## src/design/hn_pkg.sv

```systemverilog
// Shared constants, types and helper functions of the histogram normalizer.
package hn_pkg;

  localparam int ROW_BINS    = 30;
  localparam int COL_BINS    = 32;
  localparam int COUNT_WIDTH = 22;
  localparam int NUM_BINS    = ROW_BINS * COL_BINS;
  localparam int ADDR_W      = $clog2(NUM_BINS);
  localparam int FRAC_W      = 16;
  localparam int STEP_W      = $clog2(FRAC_W);

  localparam logic [COUNT_WIDTH-1:0] COUNT_MAX = '1;
  localparam logic [FRAC_W-1:0]      FRAC_MAX  = '1;

  typedef enum logic [1:0] {
    CMD_ADD   = 2'd0,
    CMD_READ  = 2'd1,
    CMD_CLEAR = 2'd2,
    CMD_NONE  = 2'd3
  } cmd_t;

  // Request to the bin store.
  typedef struct packed {
    logic              add;
    logic              rd;
    logic              clr;
    logic [ADDR_W-1:0] addr;
  } store_req_t;

  // Status from the bin store.
  typedef struct packed {
    logic                   clearing;
    logic                   rd_done;
    logic [COUNT_WIDTH-1:0] rd_count;
  } store_rsp_t;

  // Request to the fraction divider.
  typedef struct packed {
    logic                   start;
    logic                   ack;
    logic [COUNT_WIDTH-1:0] dividend;
    logic [COUNT_WIDTH-1:0] divisor;
  } div_req_t;

  // Status from the fraction divider.
  typedef struct packed {
    logic              busy;
    logic              done;
    logic [FRAC_W-1:0] quotient;
  } div_rsp_t;

  // Joint bin address of a pixel: row = (a*ROW_BINS)>>8, col = (b*COL_BINS)>>8.
  function automatic logic [ADDR_W-1:0] pixel_addr(logic [7:0] a, logic [7:0] b);
    logic [15:0] pa;
    logic [15:0] pb;
    logic [31:0] idx;
    pa  = 16'(32'(a) * ROW_BINS);
    pb  = 16'(32'(b) * COL_BINS);
    idx = 32'(pa[15:8]) * COL_BINS + 32'(pb[15:8]);
    return idx[ADDR_W-1:0];
  endfunction

  function automatic logic [COUNT_WIDTH-1:0] sat_inc(logic [COUNT_WIDTH-1:0] v);
    return (v == COUNT_MAX) ? v : v + 1'b1;
  endfunction

endpackage

```

## src/design/hn_div.sv

```systemverilog
// Restoring divider for the Q0.16 bin fraction, one quotient bit per cycle.
module hn_div
  import hn_pkg::*;
(
  input  logic     clk,
  input  logic     rst_n,
  input  div_req_t req,
  output div_rsp_t rsp
);

  typedef enum logic [1:0] {
    S_IDLE,
    S_RUN,
    S_DONE
  } state_t;

  state_t                 state_r;
  logic [COUNT_WIDTH-1:0] rem_r;
  logic [COUNT_WIDTH-1:0] dvs_r;
  logic [FRAC_W-1:0]      quo_r;
  logic [STEP_W-1:0]      step_r;

  logic [COUNT_WIDTH:0]   shifted;
  logic                   fits;

  assign shifted = {rem_r, 1'b0};
  assign fits    = shifted >= {1'b0, dvs_r};

  always_ff @(posedge clk) begin
    if (!rst_n) begin
      state_r <= S_IDLE;
    end else begin
      unique case (state_r)
        S_IDLE: begin
          if (req.start) begin
            rem_r  <= req.dividend;
            dvs_r  <= req.divisor;
            step_r <= '0;
            if (req.divisor == '0) begin
              quo_r   <= '0;
              state_r <= S_DONE;
            end else if (req.dividend >= req.divisor) begin
              // bin holds the whole total
              quo_r   <= FRAC_MAX;
              state_r <= S_DONE;
            end else begin
              quo_r   <= '0;
              state_r <= S_RUN;
            end
          end
        end
        S_RUN: begin
          rem_r  <= fits ? COUNT_WIDTH'(shifted - {1'b0, dvs_r}) : shifted[COUNT_WIDTH-1:0];
          quo_r  <= {quo_r[FRAC_W-2:0], fits};
          step_r <= step_r + 1'b1;
          if (step_r == STEP_W'(FRAC_W - 1)) begin
            state_r <= S_DONE;
          end
        end
        S_DONE: begin
          if (req.ack) begin
            state_r <= S_IDLE;
          end
        end
        default: state_r <= S_IDLE;
      endcase
    end
  end

  assign rsp.busy     = (state_r != S_IDLE);
  assign rsp.done     = (state_r == S_DONE);
  assign rsp.quotient = quo_r;

endmodule
```

## config.mk

```make
export PLATFORM = sky130hd
export DESIGN_NAME = hn_div
export DESIGN_NICKNAME = d
export VERILOG_FILES = /design/src/design/hn_pkg.sv /design/src/design/hn_div.sv
export SDC_FILE = /design/constraint.sdc
export NUM_CORES = 1
export LEC_CHECK = 0
export ABC_AREA = 0
export ABC_CLOCK_PERIOD_IN_PS = 5200
export BUFFER_PORTS_ARGS = -buffer_cell sky130_fd_sc_hd__buf_2
export CORE_ASPECT_RATIO = 1.4
export CORE_UTILIZATION = 35
export DETAILED_ROUTE_END_ITERATION = 10
export GPL_ROUTABILITY_DRIVEN = 1
export GPL_TIMING_DRIVEN = 0
export PLACE_DENSITY = 0.52
export SLEW_MARGIN = 20
export SYNTH_ARGS = -nofsm -noshare
export SYNTH_HDL_FRONTEND = slang
export SYNTH_SLANG_ARGS = --single-unit
export TNS_END_PERCENT = 10
```

## constraint.sdc

```tcl
create_clock -name clk -period 5.2 [get_ports clk]
set_input_delay 0 -clock clk [delete_from_list [all_inputs] [get_ports clk]]
set_output_delay 0 -clock clk [all_outputs]
set_load 0.005 [all_outputs]
```

======== Word-level counts from Yosys, hierarchy flattened ========
Cells that the tools add are included.
word-level totals
  register bits ........................... 66
  input bits .............................. 48
  output and inout bits ................... 18
  logic and storage cells ................. 37
cells by class
  add/sub/neg operators ................... 2
  $lt $le $gt $ge ......................... 2
  equal/unequal tests ..................... 6
  muxes and demuxes ....................... 15
  reduce and logical (&&, ||, !) cells .... 7
operators by type and width
  kind                                                                    count
  16-bit 2-to-1 mux                                                       3
  22-bit 2-to-1 mux                                                       2
  22-bit case mux with 2 select lines                                     1
  16-bit case mux with 2 select lines                                     1
  23-bit by 22-bit >= comparator with 1-bit output                        1
  22-bit >= comparator                                                    1
  22-bit zero test                                                        1
  22-bit subtractor                                                       1
  2-bit 2-to-1 mux                                                        5
  3-bit AND reduction                                                     3
  4-bit case mux with 2 select lines                                      1
  2-bit inequality test (second input constant)                           3
  2-bit case mux with 3 select lines                                      1
  4-bit by 1-bit adder with 4-bit output (second input constant)          1
  4-bit equality test (second input constant)                             1
  4-bit 2-to-1 mux                                                        1
  2-bit nonzero test                                                      2
  2-bit by 1-bit equality test with 1-bit output (second input constant)  1
  2-bit equality test (second input constant)                             1
  2-bit zero test                                                         1

======== Longest topological paths before layout ========
Gate-level depths: netlist (run 1).
  depth after elaboration ................. 5
  mapped depth ............................ 13

======== Least setup slack after synthesis (run 1) ========
No wires, ideal clock.
  path kind ............................... reg2reg
  start ................................... reg state_r[0]
  end ..................................... reg quo_r[0], enable pin
  arrival time ............................ 3.514 ns
  setup slack ............................. 1.184 ns
  cell stages (with the launch flop) ...... 3
  buffers on the path ..................... 0
  clock period less this slack ............ 4.016 ns
  cells stage by stage .................... dfxtp_1 nor2_1 nor3b_1
on the way
  word-level cells in the longest chain between the ends .. 3
RTL lines
  item                                                                                      RTL line      text
  start: declaration                                                                        hn_div.sv:17  state_t state_r;
  start signal: assignment                                                                  hn_div.sv:31  state_r <= S_IDLE;
  start signal: assignment                                                                  hn_div.sv:41  state_r <= S_DONE;
  start signal: assignment                                                                  hn_div.sv:45  state_r <= S_DONE;
  2-bit by 1-bit equality test with 1-bit output / 2-bit zero test (equally long branches)  hn_div.sv:33  unique case (state_r)
  2-bit nonzero test (no line) / 2-bit inequality test (equally long branches)              -
  3-bit AND reduction (no line) *                                                           -
  end signal: assignment                                                                    hn_div.sv:54  quo_r <= {quo_r[FRAC_W-2:0], fits};
  end: declaration                                                                          hn_div.sv:20  logic [FRAC_W-1:0] quo_r;
Every way passes the cells marked *; elsewhere a longest branch is shown, timed or not.
A chain may end at the register's enable or synchronous reset.

======== Worst setup path in the final report (run 1) ========
  start ................................... reg rem_r[14]
  end ..................................... reg rem_r[17] (data pin)
on the way
  word-level cells in the longest chain between the ends .. 3
RTL lines
  item                                                                                          RTL line                    text
  start: declaration                                                                            hn_div.sv:18                logic [COUNT_WIDTH-1:0] rem_r;
  start signal: assignment                                                                      hn_div.sv:36                rem_r <= req.dividend;
  start signal: assignment                                                                      hn_div.sv:53                rem_r <= fits ? COUNT_WIDTH'(shifted - {1'b0, dvs_r}) : shifted[COUNT_WIDTH-1:0];
  22-bit subtractor / 23-bit by 22-bit >= comparator with 1-bit output (equally long branches)  hn_div.sv:53, hn_div.sv:27
  22-bit 2-to-1 mux *                                                                           hn_div.sv:53
  22-bit case mux with 2 select lines *                                                         hn_div.sv:33
Marked as above.

==> impl_metrics.env, run 1 <==
export IMPL_status="finished with violations"
export IMPL_violations="design-rule violations"
export IMPL_antenna_left=0
export IMPL_synth_top_area_share_pct=42.60
export IMPL_path_max_fanout=10
export IMPL_drive_gt1_share_pct=17.42
export IMPL_yosysSeqAreaShare_pct=43.48
export IMPL_drt_iter0_drc=154
export IMPL_die_w_um=97.96
export IMPL_syn_inst=448
export IMPL_synth_async_sr_flop_share_pct=0
export IMPL_synth_most_common_cell="edfxtp_1"
export IMPL_antenna_found_initial=0
export IMPL_wl_per_cell_um=16.75
export IMPL_grt_pass1_vias=3990
export IMPL_worst_slew_pin_slew_ps=661.0
export IMPL_fin_crit_sh_pct=61.11
export IMPL_synthTopCellsByArea="edfxtp_1, ha_1, a21o_1"
export IMPL_cts_root_buf="clkbuf_16"
export IMPL_nFillCells=1192
export IMPL_synth_nets=542
export IMPL_drt_total_wl_um=12120
export IMPL_path_clk_slew_ps=60
export IMPL_ios=66
export IMPL_drc=1
export IMPL_htreeDepth=3
export IMPL_period_minus_slack_ps=3178
export IMPL_gp_congestion=0.8627
export IMPL_area_growth_pct=28.20
export IMPL_power_per_cell_area_nw_per_um2=319.9
export IMPL_fin_util_pct=46.53
export IMPL_grt_max_degree=23
export IMPL_tritoncts_num_buffers=9
export IMPL_seq_power_share_pct=36.6
export IMPL_ir_drop_v=0.0001725
export IMPL_pwr_share_clk_pct=35.0
export IMPL_start_util_pct=36.29
export IMPL_drv_slew=0
export IMPL_leakage_nw=2.704
export IMPL_wl_met3_um=325
export IMPL_whs_ps=18.83
export IMPL_dr_total_vias=3778
export IMPL_synth_area_um2=4512
export IMPL_grt_pass1_wl_um=19890
export IMPL_crit_arrival_ps=3240
export IMPL_setup_violations=0
export IMPL_yosysUniqueCellTypes=53
export IMPL_endpoint_kind="flip-flop"
export IMPL_highest_layer="met4"
export IMPL_postCtsSetupBuffers=0
export IMPL_yosys_register_bits=66
export IMPL_die_area_um2=13360
export IMPL_wl_met1_um=5277
export IMPL_yosysTopAreaCell="edfxtp_1"
export IMPL_synth_edf_count=64
export IMPL_synth_top_cells_by_count="edfxtp_1, inv_1, ha_1"
export IMPL_cell_internal_pwr_w=0.001307
export IMPL_rsz0062_at_grt="no"
export IMPL_dp_hpwl_um=9375
export IMPL_coreArea_um2=12430
export IMPL_via_per_inst=5.218
export IMPL_clk_latency_ps=330
export IMPL_worstPathRequired_ps=5260
export IMPL_syn_area_per_cell_um2=10.07
export IMPL_grt_usage_pct=19.55
export IMPL_p_sw_share_pct=29.36
export IMPL_maxCapViolations=0
export IMPL_placementRows=48
export IMPL_post_cts_resized=0
export IMPL_cts_sinks=66
export IMPL_cts_path_max_buffers=2
export IMPL_p_sw_w=0.0005433
export IMPL_io_buffer_count=65
export IMPL_synth_main_ff_cell="edfxtp_1"
export IMPL_path_class="flip-flop to flip-flop"
export IMPL_fp_dieH_um=136.3
export IMPL_tritoncts="built"
export IMPL_skew_ps=7.134
export IMPL_min_path_type="input port to flip-flop"
export IMPL_yosys_warnings=0
export IMPL_relSlewSlack_pct=55.53
export IMPL_nets=663
export IMPL_met2WireLength_um=6230
export IMPL_antenna_cells=0
export IMPL_max_freq_ghz=0.3147
export IMPL_comb_power_share_pct=28.4
export IMPL_crit_path_start_kind="flip-flop"
export IMPL_hold_violations=0
export IMPL_overflow=0
export IMPL_first_pass_iters=7
-- worst max-delay path, stage by stage (launching register included) --
cell and delay (ps):
edfxtp_1 400, ha_1 290, clkbuf_1 260, nand4_1 200
nor4_1 530, nor3_1 90, o211ai_1 100, o311a_1 190
buf_4 180, buf_2 300, mux2i_1 250, o21ai_0 100
-- final timing paths --
check | start | slack, ps | depth (start not counted) | endpoint
max reg2reg | rem_r[14] | 2020 | 11 | rem_r[17]
max | rem_r[14] | 2020 | 11 | rem_r[17]
min | req[40] | 20 | 3 | rem_r[18]
min reg2reg | quo_r[13] | 550 | 1 | quo_r[14]
-- kinds of logic (layout without fill, tap and decap cells) --
kind of cell	count (synthesis)	count (layout)	synth area share (%)
compound gates	125	125	18.08
mux	17	17	3.799
simple gates	111	111	12.40
flops	66	66	43.48
buf+inv	65	191	5.823
xor+xnor	18	18	3.494
fa+ha+maj	46	46	12.92
-- sequential cells by signal (all words and copies together), names as in the netlist --
register  count
dvs_r        22
quo_r        16
rem_r        22
state_r       2
step_r        4
-- per-layer routing --
metal | up-vias | GRT usage [%]
met2 | 67 | 35.49
met1 | 1811 | 22.48
met4 | 0 | 7.912
met3 | 19 | 3.702
met5 | - | 0
li1 | 1881 | -
-- cell usage in the layout, fill, tap and decap left out, types with 6 or more instances in the layout --
cell type / count
nor2_1: 22
o21a_1: 6
mux2i_1: 16
a21o_1: 30
a21oi_1: 21
nand4_1: 9
o21ai_0: 34
nor4_1: 8
nand3_1: 9
clkbuf_16: 9
ha_1: 45
inv_1: 50
buf_4: 6
nand2b_1: 6
xnor2_1: 10
buf_2: 68
edfxtp_1: 64
clkbuf_1: 10
nand2_1: 34
xor2_1: 8
nor2b_1: 6
dlygate4sd3_1: 40
-- stage by stage --
stage	cell area (µm²)	TNS, ps	setup WS [ps]	power, W	instances
6_report	5784	0	2022	0.001850	724
5_1_grt	5784	0	1831	0.001955	724
4_1_cts	5784	0	1983	0.001868	724
3_5_place_dp	5072	0	1997	0.001192	668
3_3_place_gp	5025	-32230	-769.8	0.001185	663
2_1_floorplan	4512	0	1184	0.001039	448
-- cell type report --
| cell class | instances | area (µm²) | area share, % |
|---|---|---|---|
| sequential | 66 | 1962 | 33.92 |
| clock inverter | 6 | 82.58 | 1.428 |
| timing repair buffer | 110 | 767.0 | 13.26 |
| inverter | 50 | 187.7 | 3.245 |
| multi-input combinational | 317 | 2293 | 39.65 |
| clock buffer | 10 | 229.0 | 3.958 |
| tap | 150 | 187.7 | 3.245 |
| buffer | 15 | 75.07 | 1.298 |
-- power groups by stage --
stage	Clock [W]	Sequential [W]	Combinational, W
after floorplan	0	0.000687	0.000353
after global placement	0	0.000693	0.000492
after detailed placement	0	0.000689	0.000503
after CTS	0.000660	0.000678	0.000530
after global routing	0.000685	0.000684	0.000587
final	0.000648	0.000678	0.000525
-- what timing repair did --
| item | in CTS | in global routing |
|---|---|---|
| setup endpoints to repair | 0 | 0 |
| hold buffers | 40 | 0 |
| endpoints found under the hold margin | 41 | 0 |
Note: power is estimated with default switching activity, not from simulation.
==> run 2: changes to the inputs <==
--- a/config.mk
+++ b/config.mk
@@ -6,7 +6,7 @@
 export NUM_CORES = 1
 export LEC_CHECK = 0
 export ABC_AREA = 0
-export ABC_CLOCK_PERIOD_IN_PS = 5200
+export ABC_CLOCK_PERIOD_IN_PS = 3320
 export BUFFER_PORTS_ARGS = -buffer_cell sky130_fd_sc_hd__buf_2
 export CORE_ASPECT_RATIO = 1.4
 export CORE_UTILIZATION = 35
==> constraint.sdc (replaced) <==
create_clock -name clk -period 3.32 [get_ports clk]
set_input_delay 0 -clock clk [delete_from_list [all_inputs] [get_ports clk]]
set_output_delay 0 -clock clk [all_outputs]
set_load 0.005 [all_outputs]
==> run 2 against run 1 <==
  * The flow still finishes with violations (design-rule violations)
  * Flip-flop and latch count did not move
  * Routed wire length up 1.5%
  * Clock power rose by 48%
  * Largest power group unchanged
  * Non-clock buffer count down 2
==> impl_metrics.env, run 2 (synthesis gave the netlist of run 1 again) <==
export IMPL_nFillCells=1182
export IMPL_ir_drop_v=0.0002552
export IMPL_postCtsSetupBuffers=0
export IMPL_gp_congestion=0.8616
export IMPL_setup_violations=0
export IMPL_cts_root_buf="clkbuf_16"
export IMPL_fin_crit_sh_pct=91.97
export IMPL_grt_pass1_wl_um=19910
export IMPL_htreeDepth=3
export IMPL_path_class="flip-flop to flip-flop"
export IMPL_min_path_type="input port to flip-flop"
export IMPL_nets=661
export IMPL_tritoncts_num_buffers=9
export IMPL_crit_path_start_kind="flip-flop"
export IMPL_grt_max_degree=23
export IMPL_stdcell_count=722
export IMPL_relSlewSlack_pct=51.64
export IMPL_ios=66
export IMPL_period_minus_slack_ps=3053
export IMPL_rr_worst_depth=11
export IMPL_dp_cells=666
export IMPL_worstHoldStart="req[37]"
export IMPL_drc=2
export IMPL_cts_sinks=66
export IMPL_hold_violations=0
export IMPL_clk_latency_ps=340
export IMPL_overflow=0
export IMPL_final_cell_mix="buf_2, edfxtp_1, inv_1, ha_1, dlygate4sd3_1"
export IMPL_max_freq_ghz=0.3275
export IMPL_path_max_fanout=10
export IMPL_r2r_end="rem_r[17]"
export IMPL_die_area_um2=13360
export IMPL_rsz0062_at_grt="no"
export IMPL_coreArea_um2=12430
export IMPL_drv_slew=0
export IMPL_cts_path_max_buffers=2
export IMPL_io_buffer_count=65
export IMPL_maxCapViolations=0
export IMPL_power_per_cell_area_nw_per_um2=493.4
export IMPL_drt_iter0_drc=146
export IMPL_first_pass_iters=8
export IMPL_drt_total_wl_um=12310
export IMPL_wl_per_cell_um=17.05
export IMPL_worstPathRequired_ps=3380
export IMPL_antenna_found_initial=0
export IMPL_worst_slew_pin_slew_ps=718.7
export IMPL_placementRows=48
export IMPL_layout_commonest_cell="buf_2"
export IMPL_drive_gt1_share_pct=17.31
export IMPL_r2r_start="rem_r[10]"
export IMPL_dr_total_vias=3810
export IMPL_antenna_left=0
export IMPL_path_clk_slew_ps=60
export IMPL_min_to="rem_r[15]"
export IMPL_fp_dieH_um=136.3
export IMPL_via_per_inst=5.277
export IMPL_endpoint_kind="flip-flop"
export IMPL_reg_top3="dvs_r (22), rem_r (22), quo_r (16)"
export IMPL_r2r_slack_ps=270
export IMPL_grt_usage_pct=19.55
export IMPL_skew_ps=7.003
export IMPL_startpoint="rem_r[10]"
export IMPL_crit_arrival_ps=3120
export IMPL_hold_path_depth=3
export IMPL_tritoncts="built"
export IMPL_leakage_nw=2.684
export IMPL_grt_pass1_vias=3914
export IMPL_area_growth_pct=28.09
export IMPL_violations="design-rule violations"
export IMPL_antenna_cells=0
export IMPL_dp_hpwl_um=9373
export IMPL_start_util_pct=36.29
export IMPL_die_w_um=97.96
export IMPL_status="finished with violations"
export IMPL_tns_ps=0
-- run 2: power breakdown --
part | switching [W] | internal [W] | total (W)
clock network | 0.000377 | 0.000583 | 0.000959
registers | 0.0000396 | 0.00102 | 0.00106
logic | 0.000458 | 0.000371 | 0.000829
-- run 2: critical path: stages (launching register included) --
cell	delay (ps)
edfxtp_1	390
ha_1	290
clkbuf_1	370
nand4_1	170
nor4_2	360
nor3_1	80
o211ai_1	90
o311a_1	190
buf_4	180
buf_2	300
mux2i_1	250
o21ai_0	100
-- run 2: timing repair --
item,in CTS,in global routing
hold endpoints to repair,41,0
hold buffers,40,0
resized for setup,0,2
endpoints found under the setup margin,0,14
-- run 2: layout make-up --
class                           count  area, µm²  area share [%]
Timing Repair Buffer              108      763.2           13.21
Tap cell                          150      187.7           3.247
Clock inverter                      6      67.56           1.169
Sequential cell                    66       1962           33.95
Inverter                           50      187.7           3.247
Clock buffer                       10      229.0           3.962
Buffer                             15      75.07           1.299
Multi-Input combinational cell    317       2307           39.92
-- run 2: worst max path at each step --
stage	to	slack, ps	depth (start not counted)
after global routing	rem_r[17]	40	11
final	rem_r[17]	270	11
after CTS	rem_r[17]	100	11
after global placement	rem_r[8]	-240	2
after detailed placement	rem_r[17]	110	11
after floorplan	quo_r[0]	790	2
-- run 2: metrics by stage --
stage	worst slack, ps	instance area [µm²]	util, %	total power [W]	hold WS, ps
global route	40.75	5779	46.49	0.003004	14.66
detailed placement	110.9	5075	40.82	0.001871	200.8
CTS	98.17	5772	46.43	0.002873	0.4117
floorplan	786.1	4517	-	0.001626	98.87
finish	266.5	5779	46.49	0.002851	10.28
global placement	-239.0	5030	40.46	0.001853	198.7
-- run 2: layer usage --
metal / GRT usage (%) / wire length [µm] / up-vias
met5: 0 / 0 / -
met4: 9.764 / 366 / 0
met3: 3.239 / 404 / 23
met2: 34.43 / 6194 / 91
met1: 22.92 / 5343 / 1800
li1: - / - / 1896
==> run 3: changes to the inputs <==
--- a/config.mk
+++ b/config.mk
@@ -6,7 +6,7 @@
 export NUM_CORES = 1
 export LEC_CHECK = 0
 export ABC_AREA = 0
-export ABC_CLOCK_PERIOD_IN_PS = 3320
+export ABC_CLOCK_PERIOD_IN_PS = 3720
 export BUFFER_PORTS_ARGS = -buffer_cell sky130_fd_sc_hd__buf_2
 export CORE_ASPECT_RATIO = 1.4
 export CORE_UTILIZATION = 35
@@ -14,7 +14,6 @@
 export GPL_ROUTABILITY_DRIVEN = 1
 export GPL_TIMING_DRIVEN = 0
 export PLACE_DENSITY = 0.52
-export SLEW_MARGIN = 20
 export SYNTH_ARGS = -nofsm -noshare
 export SYNTH_HDL_FRONTEND = slang
 export SYNTH_SLANG_ARGS = --single-unit
==> constraint.sdc (replaced) <==
create_clock -name clk -period 3.72 [get_ports clk]
set_input_delay 0 -clock clk [delete_from_list [all_inputs] [get_ports clk]]
set_output_delay 0 -clock clk [all_outputs]
set_load 0.005 [all_outputs]
==> run 3 against run 2 <==
  * The flow still finishes with violations (design-rule violations)
  * Clock-buffer cell count unchanged
  * Non-clock buffer count is 1 higher
  * Hold slack better by 11 ps
  * Routed wire length barely moved
  * Critical endpoint is now rem_r[16]
==> impl_metrics.env, run 3 (synthesis gave the netlist of run 1 again) <==
export IMPL_placementRows=48
export IMPL_violations="design-rule violations"
export IMPL_place_ws_ps=528.3
export IMPL_tns_ps=0
export IMPL_clk_latency_ps=340
export IMPL_cts_path_max_buffers=2
export IMPL_status="finished with violations"
export IMPL_grt_pass1_wl_um=19830
export IMPL_p_sw_w=0.0007755
export IMPL_final_cell_area_um2=5796
export IMPL_area_growth_pct=28.45
export IMPL_drt_iter0_drc=146
export IMPL_p_sw_share_pct=30.50
export IMPL_path_class="flip-flop to flip-flop"
export IMPL_rsz0062_at_grt="no"
export IMPL_die_w_um=97.96
export IMPL_cts_sinks=66
export IMPL_worstPathRequired_ps=3780
export IMPL_gp_congestion=0.8616
export IMPL_drive_gt1_share_pct=16.75
export IMPL_finalWorstSetupSlack_ps=531.7
export IMPL_nets=662
export IMPL_endpoint_kind="flip-flop"
export IMPL_min_path_type="input port to flip-flop"
export IMPL_path_clk_slew_ps=60
export IMPL_layout_commonest_cell="buf_2"
export IMPL_overflow=0
export IMPL_drc=1
export IMPL_leakage_nw=2.693
export IMPL_antenna_found_initial=0
export IMPL_hold_violations=0
export IMPL_fin_crit_sh_pct=85.71
export IMPL_cell_internal_pwr_w=0.001767
export IMPL_comb_power_share_pct=29.1
export IMPL_tritoncts="built"
export IMPL_dp_hpwl_um=9353
export IMPL_fin_util_pct=46.62
export IMPL_power_per_cell_area_nw_per_um2=438.8
export IMPL_drv_slew=0
export IMPL_die_area_um2=13360
export IMPL_post_cts_resized=0
export IMPL_highest_layer="met4"
export IMPL_crit_arrival_ps=3250
export IMPL_antenna_left=0
export IMPL_relSlewSlack_pct=13.87
export IMPL_path_max_fanout=10
export IMPL_antenna_cells=0
export IMPL_first_pass_iters=7
export IMPL_wl_met1_um=5314
export IMPL_tritoncts_num_buffers=9
export IMPL_crit_path_start_kind="flip-flop"
export IMPL_final_cell_mix="buf_2, edfxtp_1, inv_1, ha_1, dlygate4sd3_1"
export IMPL_pwr_share_clk_pct=33.5
export IMPL_via_per_inst=5.213
export IMPL_grt_usage_pct=19.53
export IMPL_drt_total_wl_um=12310
export IMPL_ios=66
export IMPL_period_minus_slack_ps=3188
export IMPL_htreeDepth=3
export IMPL_worst_slew_pin_slew_ps=1292
export IMPL_reg_top3="dvs_r (22), rem_r (22), quo_r (16)"
export IMPL_dr_total_vias=3769
export IMPL_setup_violations=0
export IMPL_coreArea_um2=12430
export IMPL_fp_dieH_um=136.3
export IMPL_max_freq_ghz=0.3136
export IMPL_p_total_w=0.002543
export IMPL_io_buffer_count=65
export IMPL_skew_ps=10.24
export IMPL_grt_max_degree=23
export IMPL_cts_root_buf="clkbuf_16"
export IMPL_seq_power_share_pct=37.3
export IMPL_wl_per_cell_um=17.03
export IMPL_ir_drop_v=0.0002231
export IMPL_maxCapViolations=0
export IMPL_dpl_instance_area_um2=5079
export IMPL_wl_met3_um=349
export IMPL_start_util_pct=36.29
export IMPL_grt_pass1_vias=3891
export IMPL_met2WireLength_um=6314
==> run 3: routing by layer <==
layer	vias to the layer above	global-route usage (%)
li1	1879	-
met1	1777	22.44
met2	92	35.21
met3	21	3.239
met4	0	9.175
met5	-	0
==> run 3: final cells by class <==
| cell class | count | area (µm²) |
|---|---|---|
| flip-flops and latches | 66 | 1962 |
| clock inverters | 6 | 67.56 |
| fillers | 1179 | 6636 |
| plain buffers | 15 | 75.07 |
| clock buffers | 10 | 229.0 |
| inverters | 50 | 187.7 |
| repair buffers | 109 | 788.3 |
| multi-input cells | 317 | 2298 |
| well taps | 150 | 187.7 |
==> run 3: per-stage QoR <==
step	hold slack [ps]	instances
after floorplan	98.87	448
after global placement	198.7	663
after detailed placement	198.4	665
after CTS	7.777	723
after global routing	31.31	723
final	20.86	723
==> run 3: path summary, 6_finish.rpt <==
kind                            startpoint   endpoint  slack, ps  cells past startpoint
worst min-delay path               req[42]  rem_r[20]         20                      3
worst min register to register   quo_r[14]  quo_r[15]        550                      1
worst max register to register   rem_r[14]  rem_r[16]        530                     11
worst max-delay path             rem_r[14]  rem_r[16]        530                     11
==> run 3: repair_timing <==
item	CTS	global route
endpoints found under the hold margin	43	0
setup buffers	0	0
hold buffers	42	0
==> run 3: power groups by stage <==
stage	Combinational, W	Clock (W)	Sequential, W
floorplan	0.000494	0	0.000958
global placement	0.000688	0	0.000966
detailed placement	0.000709	0	0.000963
CTS	0.000746	0.000870	0.000949
global route	0.000826	0.000900	0.000957
finish	0.000741	0.000853	0.000949
==> run 3: worst max-delay path, stage by stage (launching register included) <==
cell and delay, ps:
edfxtp_1 390, ha_1 290, clkbuf_1 270, nand4_1 200, nor4_1 550, nor3_1 90, o211ai_1 100, o311a_1 180
buf_4 180, buf_2 300, mux2i_1 260, o21ai_0 100
